--- config.mk ---
export PLATFORM = sky130hd
export DESIGN_NAME = positional_array_list
export DESIGN_NICKNAME = d
export VERILOG_FILES = /design/src/rtl/pal_pkg.sv /design/src/rtl/pal_ram.sv /design/src/rtl/pal_datapath.sv /design/src/rtl/pal_ctrl.sv /design/src/rtl/positional_array_list.sv
export SDC_FILE = /design/constraint.sdc
export NUM_CORES = 2
export LEC_CHECK = 0
export BUFFER_PORTS_ARGS = -buffer_cell sky130_fd_sc_hd__buf_2
export CAP_MARGIN = 10
export CORE_MARGIN = 5
export CORE_UTILIZATION = 55
export DETAILED_ROUTE_END_ITERATION = 10
export GPL_ROUTABILITY_DRIVEN = 0
export PLACE_DENSITY = 0.71
export SYNTH_ARGS = -nofsm -noshare
export SYNTH_HDL_FRONTEND = slang
export SYNTH_SLANG_ARGS = --single-unit
--- constraint.sdc ---
create_clock -name clk -period 13 [get_ports clk]
set_input_delay 3.9 -clock clk [delete_from_list [all_inputs] [get_ports clk]]
set_output_delay 3.9 -clock clk [all_outputs]
set_load 0.01 [all_outputs]
--- src/rtl/pal_pkg.sv ---
`timescale 1ns / 1ps
`default_nettype none

package pal_pkg;

  localparam int DEPTH_DEF = 64;

  // Action codes
  localparam logic [2:0] ACT_CLEAR  = 3'd0;
  localparam logic [2:0] ACT_INSERT = 3'd1;
  localparam logic [2:0] ACT_DELETE = 3'd2;
  localparam logic [2:0] ACT_SEARCH = 3'd3;
  localparam logic [2:0] ACT_READ   = 3'd4;

  // Status codes
  localparam logic [2:0] ST_OK        = 3'd0;
  localparam logic [2:0] ST_BAD       = 3'd1;
  localparam logic [2:0] ST_NOT_FOUND = 3'd2;
  localparam logic [2:0] ST_FULL      = 3'd3;
  localparam logic [2:0] ST_EMPTY     = 3'd4;

  typedef struct packed {
    logic [2:0]         action;
    logic [6:0]         position;
    logic signed [31:0] value;
  } in_req_t;

  typedef struct packed {
    logic [2:0]         status;
    logic [6:0]         found_position;
    logic signed [31:0] read_value;
    logic [6:0]         count;
  } out_rsp_t;

  // Read address source
  typedef enum logic [1:0] {
    RA_IDX     = 2'd0,
    RA_IDX_DEC = 2'd1,
    RA_IDX_INC = 2'd2,
    RA_P0      = 2'd3
  } rd_addr_t;

  typedef struct packed {
    logic       load_req;
    logic       idx_ld_count;
    logic       idx_ld_p0;
    logic       idx_ld_zero;
    logic       idx_inc;
    logic       idx_dec;
    logic       ram_rd;
    rd_addr_t   rd_sel;
    logic       ram_wr;
    logic       wr_val;
    logic       cnt_clr;
    logic       cnt_inc;
    logic       cnt_dec;
    logic       st_ld;
    logic [2:0] st_code;
    logic       cap_found;
    logic       cap_rd;
    logic       out_ld;
  } pal_cmd_t;

  typedef struct packed {
    logic [2:0] action;
    logic       full;
    logic       empty;
    logic       ins_pos_ok;
    logic       pos_ok;
    logic       ins_done;
    logic       del_done;
    logic       srch_end;
    logic       match;
  } pal_sts_t;

endpackage

`default_nettype wire

--- src/rtl/pal_ram.sv ---
`timescale 1ns / 1ps
`default_nettype none

module pal_ram #(
  parameter int WIDTH = 32,
  parameter int DEPTH = 64
) (
  input  wire logic                     clk,
  input  wire logic                     wr_en,
  input  wire logic [$clog2(DEPTH)-1:0] wr_addr,
  input  wire logic [WIDTH-1:0]         wr_data,
  input  wire logic                     rd_en,
  input  wire logic [$clog2(DEPTH)-1:0] rd_addr,
  output logic      [WIDTH-1:0]         rd_data
);

  logic [WIDTH-1:0] mem [DEPTH];

  always_ff @(posedge clk) begin
    if (wr_en) begin
      mem[wr_addr] <= wr_data;
    end
    if (rd_en) begin
      rd_data <= mem[rd_addr];
    end
  end

endmodule

`default_nettype wire

--- src/rtl/pal_datapath.sv ---
`timescale 1ns / 1ps
`default_nettype none

module pal_datapath #(
  parameter int DEPTH = pal_pkg::DEPTH_DEF
) (
  input  wire logic              clk,
  input  wire logic              rst_n,
  input  wire pal_pkg::in_req_t  in_req,
  input  wire pal_pkg::pal_cmd_t cmd,
  output pal_pkg::pal_sts_t      sts,
  output pal_pkg::out_rsp_t      out_rsp
);

  localparam int AW = $clog2(DEPTH);
  localparam int CW = $clog2(DEPTH + 1);
  localparam int XW = (CW > 7) ? CW : 7;

  pal_pkg::in_req_t  req_r;
  pal_pkg::out_rsp_t out_rsp_r;
  logic [CW-1:0]     count_r;
  logic [CW-1:0]     idx_r;
  logic [2:0]        status_r;
  logic [6:0]        found_r;
  logic [31:0]       rd_r;

  logic [XW:0]       pos_w;
  logic [XW:0]       cnt_w;
  logic [XW:0]       idx_w;
  logic [XW:0]       p0_w;
  logic [XW-1:0]     idx_p1;
  logic [XW-1:0]     cnt_x;
  logic [CW-1:0]     idx_m1;
  logic [CW-1:0]     idx_pl;

  logic              ram_wr_en;
  logic [AW-1:0]     ram_wr_addr;
  logic [31:0]       ram_wr_data;
  logic [AW-1:0]     ram_rd_addr;
  logic [31:0]       ram_rd_data;

  assign pos_w  = (XW + 1)'(req_r.position);
  assign cnt_w  = (XW + 1)'(count_r);
  assign idx_w  = (XW + 1)'(idx_r);
  assign p0_w   = pos_w - (XW + 1)'(1);
  assign idx_m1 = idx_r - CW'(1);
  assign idx_pl = idx_r + CW'(1);
  assign idx_p1 = XW'(idx_r) + XW'(1);
  assign cnt_x  = XW'(count_r);

  always_comb begin
    sts.action     = req_r.action;
    sts.full       = (count_r == CW'(DEPTH));
    sts.empty      = (count_r == '0);
    sts.ins_pos_ok = (pos_w != '0) && (pos_w <= cnt_w + (XW + 1)'(1));
    sts.pos_ok     = (pos_w != '0) && (pos_w <= cnt_w);
    sts.ins_done   = (idx_w == p0_w);
    sts.del_done   = (idx_w + (XW + 1)'(1) == cnt_w);
    sts.srch_end   = (idx_r == count_r);
    sts.match      = (ram_rd_data == 32'(req_r.value));
  end

  always_comb begin
    case (cmd.rd_sel)
      pal_pkg::RA_IDX_DEC: ram_rd_addr = idx_m1[AW-1:0];
      pal_pkg::RA_IDX_INC: ram_rd_addr = idx_pl[AW-1:0];
      pal_pkg::RA_P0:      ram_rd_addr = p0_w[AW-1:0];
      default:             ram_rd_addr = idx_r[AW-1:0];
    endcase
  end

  assign ram_wr_en   = cmd.ram_wr;
  assign ram_wr_addr = cmd.wr_val ? p0_w[AW-1:0] : idx_r[AW-1:0];
  assign ram_wr_data = cmd.wr_val ? 32'(req_r.value) : ram_rd_data;

  pal_ram #(
    .WIDTH (32),
    .DEPTH (DEPTH)
  ) u_ram (
    .clk     (clk),
    .wr_en   (ram_wr_en),
    .wr_addr (ram_wr_addr),
    .wr_data (ram_wr_data),
    .rd_en   (cmd.ram_rd),
    .rd_addr (ram_rd_addr),
    .rd_data (ram_rd_data)
  );

  always_ff @(posedge clk) begin
    if (!rst_n) begin
      count_r <= '0;
    end else if (cmd.cnt_clr) begin
      count_r <= '0;
    end else if (cmd.cnt_inc) begin
      count_r <= count_r + CW'(1);
    end else if (cmd.cnt_dec) begin
      count_r <= count_r - CW'(1);
    end
  end

  always_ff @(posedge clk) begin
    if (cmd.load_req) begin
      req_r    <= in_req;
      found_r  <= '0;
      rd_r     <= '0;
      status_r <= pal_pkg::ST_OK;
    end else begin
      if (cmd.st_ld) begin
        status_r <= cmd.st_code;
      end
      if (cmd.cap_found) begin
        found_r <= idx_p1[6:0];
      end
      if (cmd.cap_rd) begin
        rd_r <= ram_rd_data;
      end
    end

    if (cmd.idx_ld_count) begin
      idx_r <= count_r;
    end else if (cmd.idx_ld_p0) begin
      idx_r <= CW'(p0_w);
    end else if (cmd.idx_ld_zero) begin
      idx_r <= '0;
    end else if (cmd.idx_inc) begin
      idx_r <= idx_pl;
    end else if (cmd.idx_dec) begin
      idx_r <= idx_m1;
    end

    if (cmd.out_ld) begin
      out_rsp_r.status         <= status_r;
      out_rsp_r.found_position <= found_r;
      out_rsp_r.read_value     <= $signed(rd_r);
      out_rsp_r.count          <= cnt_x[6:0];
    end
  end

  assign out_rsp = out_rsp_r;

  a_count_bound: assert property (@(posedge clk) disable iff (!rst_n)
    count_r <= CW'(DEPTH))
    else $error("entry count above depth");

  a_inc_not_full: assert property (@(posedge clk) disable iff (!rst_n)
    cmd.cnt_inc |-> (count_r < CW'(DEPTH)) && cmd.ram_wr && cmd.wr_val)
    else $error("count grows without the new word written");

  a_dec_not_empty: assert property (@(posedge clk) disable iff (!rst_n)
    cmd.cnt_dec |-> count_r != '0)
    else $error("count shrinks below zero");

endmodule

`default_nettype wire

--- src/rtl/pal_ctrl.sv ---
`timescale 1ns / 1ps
`default_nettype none

module pal_ctrl (
  input  wire logic              clk,
  input  wire logic              rst_n,
  input  wire logic              in_valid,
  output logic                   in_ready,
  output logic                   out_valid,
  input  wire logic              out_ready,
  input  wire pal_pkg::pal_sts_t sts,
  output pal_pkg::pal_cmd_t      cmd
);

  typedef enum logic [3:0] {
    S_IDLE,
    S_DEC,
    S_INS_RD,
    S_INS_WR,
    S_DEL_RD,
    S_DEL_WR,
    S_SR_RD,
    S_SR_CMP,
    S_RD_CAP,
    S_DONE
  } state_t;

  state_t state_r, state_nxt;
  logic   out_valid_r, out_valid_nxt;

  always_comb begin
    state_nxt   = state_r;
    cmd         = '0;
    cmd.rd_sel  = pal_pkg::RA_IDX;
    in_ready    = 1'b0;

    unique case (state_r)
      S_IDLE: begin
        in_ready = 1'b1;
        if (in_valid) begin
          cmd.load_req = 1'b1;
          state_nxt    = S_DEC;
        end
      end
      S_DEC: begin
        cmd.st_ld = 1'b1;
        state_nxt = S_DONE;
        unique case (sts.action)
          pal_pkg::ACT_CLEAR: begin
            cmd.cnt_clr = 1'b1;
            cmd.st_code = pal_pkg::ST_OK;
          end
          pal_pkg::ACT_INSERT: begin
            if (sts.full) begin
              cmd.st_code = pal_pkg::ST_FULL;
            end else if (!sts.ins_pos_ok) begin
              cmd.st_code = pal_pkg::ST_BAD;
            end else begin
              cmd.st_code      = pal_pkg::ST_OK;
              cmd.idx_ld_count = 1'b1;
              state_nxt        = S_INS_RD;
            end
          end
          pal_pkg::ACT_DELETE: begin
            if (sts.empty) begin
              cmd.st_code = pal_pkg::ST_EMPTY;
            end else if (!sts.pos_ok) begin
              cmd.st_code = pal_pkg::ST_BAD;
            end else begin
              cmd.st_code   = pal_pkg::ST_OK;
              cmd.idx_ld_p0 = 1'b1;
              state_nxt     = S_DEL_RD;
            end
          end
          pal_pkg::ACT_SEARCH: begin
            if (sts.empty) begin
              cmd.st_code = pal_pkg::ST_EMPTY;
            end else begin
              cmd.st_code     = pal_pkg::ST_NOT_FOUND;
              cmd.idx_ld_zero = 1'b1;
              state_nxt       = S_SR_RD;
            end
          end
          pal_pkg::ACT_READ: begin
            if (sts.empty) begin
              cmd.st_code = pal_pkg::ST_EMPTY;
            end else if (!sts.pos_ok) begin
              cmd.st_code = pal_pkg::ST_BAD;
            end else begin
              cmd.st_code = pal_pkg::ST_OK;
              cmd.ram_rd  = 1'b1;
              cmd.rd_sel  = pal_pkg::RA_P0;
              state_nxt   = S_RD_CAP;
            end
          end
          default: begin
            cmd.st_code = pal_pkg::ST_BAD;
          end
        endcase
      end
      S_INS_RD: begin
        if (sts.ins_done) begin
          // open slot reached: drop the new word in
          cmd.ram_wr  = 1'b1;
          cmd.wr_val  = 1'b1;
          cmd.cnt_inc = 1'b1;
          state_nxt   = S_DONE;
        end else begin
          cmd.ram_rd = 1'b1;
          cmd.rd_sel = pal_pkg::RA_IDX_DEC;
          state_nxt  = S_INS_WR;
        end
      end
      S_INS_WR: begin
        cmd.ram_wr  = 1'b1;
        cmd.idx_dec = 1'b1;
        state_nxt   = S_INS_RD;
      end
      S_DEL_RD: begin
        if (sts.del_done) begin
          cmd.cnt_dec = 1'b1;
          state_nxt   = S_DONE;
        end else begin
          cmd.ram_rd = 1'b1;
          cmd.rd_sel = pal_pkg::RA_IDX_INC;
          state_nxt  = S_DEL_WR;
        end
      end
      S_DEL_WR: begin
        cmd.ram_wr  = 1'b1;
        cmd.idx_inc = 1'b1;
        state_nxt   = S_DEL_RD;
      end
      S_SR_RD: begin
        if (sts.srch_end) begin
          state_nxt = S_DONE;
        end else begin
          cmd.ram_rd = 1'b1;
          cmd.rd_sel = pal_pkg::RA_IDX;
          state_nxt  = S_SR_CMP;
        end
      end
      S_SR_CMP: begin
        if (sts.match) begin
          cmd.st_ld     = 1'b1;
          cmd.st_code   = pal_pkg::ST_OK;
          cmd.cap_found = 1'b1;
          state_nxt     = S_DONE;
        end else begin
          cmd.idx_inc = 1'b1;
          state_nxt   = S_SR_RD;
        end
      end
      S_RD_CAP: begin
        cmd.cap_rd = 1'b1;
        state_nxt  = S_DONE;
      end
      S_DONE: begin
        // hold until the output register is free
        if (!out_valid_r || out_ready) begin
          cmd.out_ld = 1'b1;
          state_nxt  = S_IDLE;
        end
      end
      default: begin
        state_nxt = S_IDLE;
      end
    endcase
  end

  always_comb begin
    if (cmd.out_ld) begin
      out_valid_nxt = 1'b1;
    end else if (out_ready) begin
      out_valid_nxt = 1'b0;
    end else begin
      out_valid_nxt = out_valid_r;
    end
  end

  always_ff @(posedge clk) begin
    if (!rst_n) begin
      state_r     <= S_IDLE;
      out_valid_r <= 1'b0;
    end else begin
      state_r     <= state_nxt;
      out_valid_r <= out_valid_nxt;
    end
  end

  assign out_valid = out_valid_r;

  a_accept_decode: assert property (@(posedge clk) disable iff (!rst_n)
    in_valid && in_ready |=> state_r == S_DEC)
    else $error("accepted request not decoded next cycle");

  a_rsp_from_done: assert property (@(posedge clk) disable iff (!rst_n)
    $rose(out_valid_r) |-> $past(state_r) == S_DONE)
    else $error("response raised outside completion");

  a_shift_after_read: assert property (@(posedge clk) disable iff (!rst_n)
    (state_r == S_INS_WR || state_r == S_DEL_WR) |-> $past(cmd.ram_rd))
    else $error("shift write without a preceding read");

endmodule

`default_nettype wire

--- src/rtl/positional_array_list.sv ---
// A request is accepted in idle and decoded; clear and rejected requests then
// complete, read fetches the addressed entry, insert shifts up from the end
// to the position, delete shifts down from it, search compares from entry one.
// One request at a time; the next is taken once the previous response is loaded.
// Every shift step goes through the single read port of the entry RAM.
// Reset (rst_n, synchronous) empties the list; entry storage is left as it was.
`timescale 1ns / 1ps
`default_nettype none

module positional_array_list #(
  parameter int DEPTH = pal_pkg::DEPTH_DEF
) (
  input  wire logic             clk,
  input  wire logic             rst_n,
  input  wire logic             in_valid,
  output logic                  in_ready,
  input  wire pal_pkg::in_req_t in_req,
  output logic                  out_valid,
  input  wire logic             out_ready,
  output pal_pkg::out_rsp_t     out_rsp
);

  pal_pkg::pal_cmd_t cmd;
  pal_pkg::pal_sts_t sts;

  pal_ctrl u_ctrl (
    .clk       (clk),
    .rst_n     (rst_n),
    .in_valid  (in_valid),
    .in_ready  (in_ready),
    .out_valid (out_valid),
    .out_ready (out_ready),
    .sts       (sts),
    .cmd       (cmd)
  );

  pal_datapath #(
    .DEPTH (DEPTH)
  ) u_datapath (
    .clk     (clk),
    .rst_n   (rst_n),
    .in_req  (in_req),
    .cmd     (cmd),
    .sts     (sts),
    .out_rsp (out_rsp)
  );

endmodule

`default_nettype wire

==> impl_table.tex <==
\begin{tabular}{lr}
\hline
Metric & Value \\
\hline
\multicolumn{2}{l}{\textbf{Outcome}} \\
Run status & completed \\
\multicolumn{2}{l}{\textbf{Placement}} \\
Cell area after placement & 91600 sq um \\
IO Port Bufs & 96 \\
Post-DP HPWL & 145 mm \\
\multicolumn{2}{l}{\textbf{Setup path}} \\
Worst Reg-to-Reg Cells & 16 \\
Worst-path cell with the longest stage delay & sky130\_fd\_sc\_hd\_\_buf\_4 \\
End of the worst register-to-register path & u\_datapath.u\_ram.rd\_data[17] \\
Worst setup EP type & flip-flop \\
CP cell instances & inv\_1 -> ha\_1 -> xor2\_1 -> a211oi\_1 -> o211ai\_1 -> o31a\_1 -> a211o\_1 -> a31o\_4 -> a21oi\_4 -> buf\_4 -> buf\_4 -> buf\_4 -> a32oi\_1 -> nand4\_1 -> nand4\_1 -> or4\_1 \\
Endpoint required time on the critical path & 13.61 ns \\
Sort of element at the start of the critical path & flip-flop \\
Worst r2r src & u\_datapath.idx\_r[0] \\
Type of the worst setup path & flip-flop to flip-flop \\
Top Family by Delay on Critical Path & buffers and inverters \\
Worst path buffer plus inverter count & 4 \\
Most used cell along the critical path & sky130\_fd\_sc\_hd\_\_buf\_4 \\
Minimum setup slack among reg-to-reg paths & 5.61 ns \\
Peak per-stage delay on the critical path & 0.83 ns \\
Worst endpoint data arrival time & 8.00 ns \\
Crit path max fanout & 56 \\
\multicolumn{2}{l}{\textbf{Cells and area}} \\
Nets@finish & 6565 \\
Area growth from synthesis to layout & 11.7\% \\
Non-Filler Cell Area, Final & 98400 sq um \\
Proportion of layout cells with a drive suffix above 1 & 10.3\% \\
\multicolumn{2}{l}{\textbf{Hold path}} \\
Hold path depth & 0 \\
Source of the worst hold timing path & u\_datapath.rd\_r[29] \\
Worst-case hold path end point & u\_datapath.out\_rsp[36] \\
Worst hold path type & flip-flop to flip-flop \\
\multicolumn{2}{l}{\textbf{Timing}} \\
Final Max Slew Viols & 0 \\
Fin. Hold Viols & 0 \\
Worst slew margin relative to its limit & 10.8\% \\
Upper clock frequency limit & 135 MHz \\
Count of final setup violators & 0 \\
Final Critical Period & 7.39 ns \\
Layout Skew & 0.0522 ns \\
Final TNS setup & 0 ns \\
Slew at the pin closest to its max-slew limit & 1.34 ns \\
Unrepaired setup endpoints after global routing & false \\
Final clock period utilization by the worst path & 56.8\% \\
\multicolumn{2}{l}{\textbf{Synthesis}} \\
Syn Std Cell Area & 88100 sq um \\
Yosys warnings & 0 \\
Yosys cell types & 75 \\
Synth Instances & 6406 \\
Async set-or-reset flop fraction in the synthesized netlist & 0\% \\
Post-synthesis sequential area ratio & 75.5\% \\
Synth Flop Type & sky130\_fd\_sc\_hd\_\_edfxtp\_1 \\
Top cell type's share of synthesized area & 74.2\% \\
Largest cells by area after synthesis & sky130\_fd\_sc\_hd\_\_edfxtp\_1 (74\%), sky130\_fd\_sc\_hd\_\_nand2\_1 (7.5\%), sky130\_fd\_sc\_hd\_\_nand3\_1 (4.3\%), sky130\_fd\_sc\_hd\_\_mux2i\_1 (2.6\%), sky130\_fd\_sc\_hd\_\_a32oi\_1 (1.7\%) \\
Number of enable-type register cells in the synthesized netlist & 2178 \\
Per-instance average area after synthesis & 13.8 sq um \\
Total of flip-flops plus latches after synthesis & 2232 \\
Yosys top cell by area & sky130\_fd\_sc\_hd\_\_edfxtp\_1 \\
Synth Net Count & 6477 \\
\multicolumn{2}{l}{\textbf{Clock tree}} \\
Insertion delay of the later-clocked pin in the worst-skew pair & 0.87 ns \\
Root Buffer & sky130\_fd\_sc\_hd\_\_clkbuf\_16 \\
CTS tree & built \\
Clock Path Buffers & 3 \\
Count of H-tree levels built during CTS & 4 \\
Num CTS Buffers & 210 \\
Hold buffer count at cts & 0 \\
Clock slew at the register clock pins of the worst setup and hold paths & 0.06 ns \\
Setup bufs post-CTS & 0 \\
Number of sinks driven by the clock tree & 2232 \\
Number of gates resized after CTS & 0 \\
\multicolumn{2}{l}{\textbf{Power}} \\
Worst vdd ir & 0.000147 V \\
Power density cells & 145 nW/um\^{}2 \\
Leak & 33.2 nW \\
\multicolumn{2}{l}{\textbf{Floorplanning}} \\
Effective utilization at floorplan & 55.5\% \\
Horiz. Die Dim & 410 um \\
Total I/O pin count & 97 \\
Num rows & 146 \\
Area enclosed by the die boundary & 168000 sq um \\
Placeable core region & 159000 sq um \\
Die boundary height & 410 um \\
\multicolumn{2}{l}{\textbf{Global routing}} \\
Pin count of the biggest net entering global routing & 164 \\
Via count of the first global-routing pass & 54383 \\
Congestion Overflow GR & 0 \\
Number of antenna violations at the first check in global routing & 26 \\
Total global-route track usage & 31.3\% \\
Global-route wire length before repair & 382 mm \\
\multicolumn{2}{l}{\textbf{Detailed routing}} \\
Number of search-and-repair iterations in the first detailed-routing pass & 8 \\
DRC & 0 \\
Initial drt markers & 9689 \\
Final routed wirelength across all metal layers & 267 mm \\
Number of routed nets with antenna violations & 0 \\
Detail-routed net length per standard cell & 30.5 um \\
Vias & 57451 \\
Number of vias per cell after detailed routing & 6.55 \\
\multicolumn{2}{l}{\textbf{Flow run}} \\
Maxcap violations & 0 \\
\hline
\end{tabular}
## how the worst max path moves through the flow
stage,from,endpoint,slack (ns),depth (start not counted)
4_1_cts,u_datapath.idx_r[0],u_datapath.u_ram.rd_data[17],5.85,16
6_report,u_datapath.idx_r[0],u_datapath.u_ram.rd_data[17],5.61,16
5_1_grt,u_datapath.idx_r[0],u_datapath.u_ram.rd_data[17],5.50,16
3_3_place_gp,u_datapath.cnt_x[5],u_datapath.u_ram.rd_data[17],5.99,16
3_5_place_dp,u_datapath.idx_r[0],u_datapath.u_ram.rd_data[17],5.85,16
2_1_floorplan,out_ready,u_datapath.out_rsp[0],6.38,2
## metal layers
metal  share of wire [%]  GRT usage [%]  up-vias  wire length [um]
met5               0.025              0        -                67
met4                 6.7           18.0       14             17800
met3                  14           8.07      786             36500
met2                  44           46.2     4175            117000
met1                  36           42.6    28438             95900
li1                    -              -    24038                 -
## kinds of logic after synthesis
family | after synthesis | synth area share [%]
and+or+nand+nor | 2996 | 15.0
DFF | 2232 | 75.5
AOI/OAI and AO/OA | 410 | 3.50
buffers and inverters | 408 | 1.90
muxes | 261 | 3.01
xor gates and xnor gates | 74 | 0.753
adders and majority gates | 25 | 0.364
## state kept, by name, indices dropped and copies added, names as in the netlist
name                      cells
u_datapath.found_r            7
u_datapath.u_ram.rd_data     32
u_datapath.status_r           3
u_datapath.out_rsp           49
u_datapath.req_r             32
u_datapath.rd_r              32
u_ctrl.out_valid              1
u_datapath.cnt_x              7
u_datapath.u_ram.mem       2048
u_datapath.sts                3
u_ctrl.state_r                4
u_datapath.idx_r              7
u_datapath.pos_w              7
## layout by cell type, fill, tap and decap left out, drive strengths merged, types with 12 or more instances in the layout
cell type,Yosys,layout
bufinv,0,17
edfxtp,2178,2178
nand2,1756,1756
a31oi,40,40
xnor2,28,28
a21oi,90,90
xor2,45,45
o21ai,13,13
clkinv,1,114
nor4,20,20
nand3,757,757
nand4,199,199
nor3,24,24
nor2b,12,12
diode,0,14
or4,31,31
a22o,16,16
dfxtp,54,54
mux2,32,32
buf,154,264
a32oi,171,171
inv,19,24
mux2i,229,229
and3,46,46
clkbuf,234,255
nor2,115,115
ha,24,24
## final cells by class
cell class | count | area, sq um
Inverter | 20 | 75.1
Antenna cell | 14 | 35.0
Sequential cell | 2232 | 66500
Multi-Input combinational cell | 3766 | 20600
Tap cell | 2072 | 2590
Clock buffer | 255 | 5510
Timing Repair Buffer | 264 | 1880
Fill cell | 11444 | 60300
Clock inverter | 142 | 1270
## power breakdown
group	internal (mW)	switching, mW	total (mW)
sequential	7.83	0.0350	7.87
clock	3.36	2.69	6.05
combinational	0.100	0.245	0.346
## synthesized netlist by cell type, types with 9 or more instances
cell type and instances:
sky130_fd_sc_hd__a21oi_1 89, sky130_fd_sc_hd__a22o_1 16, sky130_fd_sc_hd__a31oi_1 40, sky130_fd_sc_hd__a32oi_1 171
sky130_fd_sc_hd__and3_1 46, sky130_fd_sc_hd__buf_1 47, sky130_fd_sc_hd__buf_2 104, sky130_fd_sc_hd__clkbuf_1 234
sky130_fd_sc_hd__dfxtp_1 54, sky130_fd_sc_hd__edfxtp_1 2178, sky130_fd_sc_hd__ha_1 24, sky130_fd_sc_hd__inv_1 18
sky130_fd_sc_hd__mux2_2 32, sky130_fd_sc_hd__mux2i_1 229, sky130_fd_sc_hd__nand2_1 1756, sky130_fd_sc_hd__nand2b_1 10
sky130_fd_sc_hd__nand3_1 756, sky130_fd_sc_hd__nand4_1 199, sky130_fd_sc_hd__nor2_1 114, sky130_fd_sc_hd__nor2b_1 12
sky130_fd_sc_hd__nor3_1 21, sky130_fd_sc_hd__nor4_1 15, sky130_fd_sc_hd__o21a_1 9, sky130_fd_sc_hd__o21ai_0 11
sky130_fd_sc_hd__or4_1 31, sky130_fd_sc_hd__xnor2_1 28, sky130_fd_sc_hd__xor2_1 45
## metrics by stage
| step | hold WS [ns] | std cells | setup slack (ns) | power [mW] | utilization (%) |
|---|---|---|---|---|---|
| after detailed placement | 0.412 | 8352 | 5.85 | 8.36 | 57.7 |
| after floorplan | 0.406 | 6406 | 6.38 | 8.22 | - |
| after global placement | 0.413 | 8352 | 5.99 | 8.35 | 57.7 |
| after global routing | 0.438 | 8752 | 5.50 | 14.6 | 62.0 |
| after CTS | 0.429 | 8749 | 5.85 | 14.3 | 62.0 |
| final | 0.430 | 8765 | 5.61 | 14.3 | 62.0 |
No activity file was read; power rests on OpenSTA's default activity.
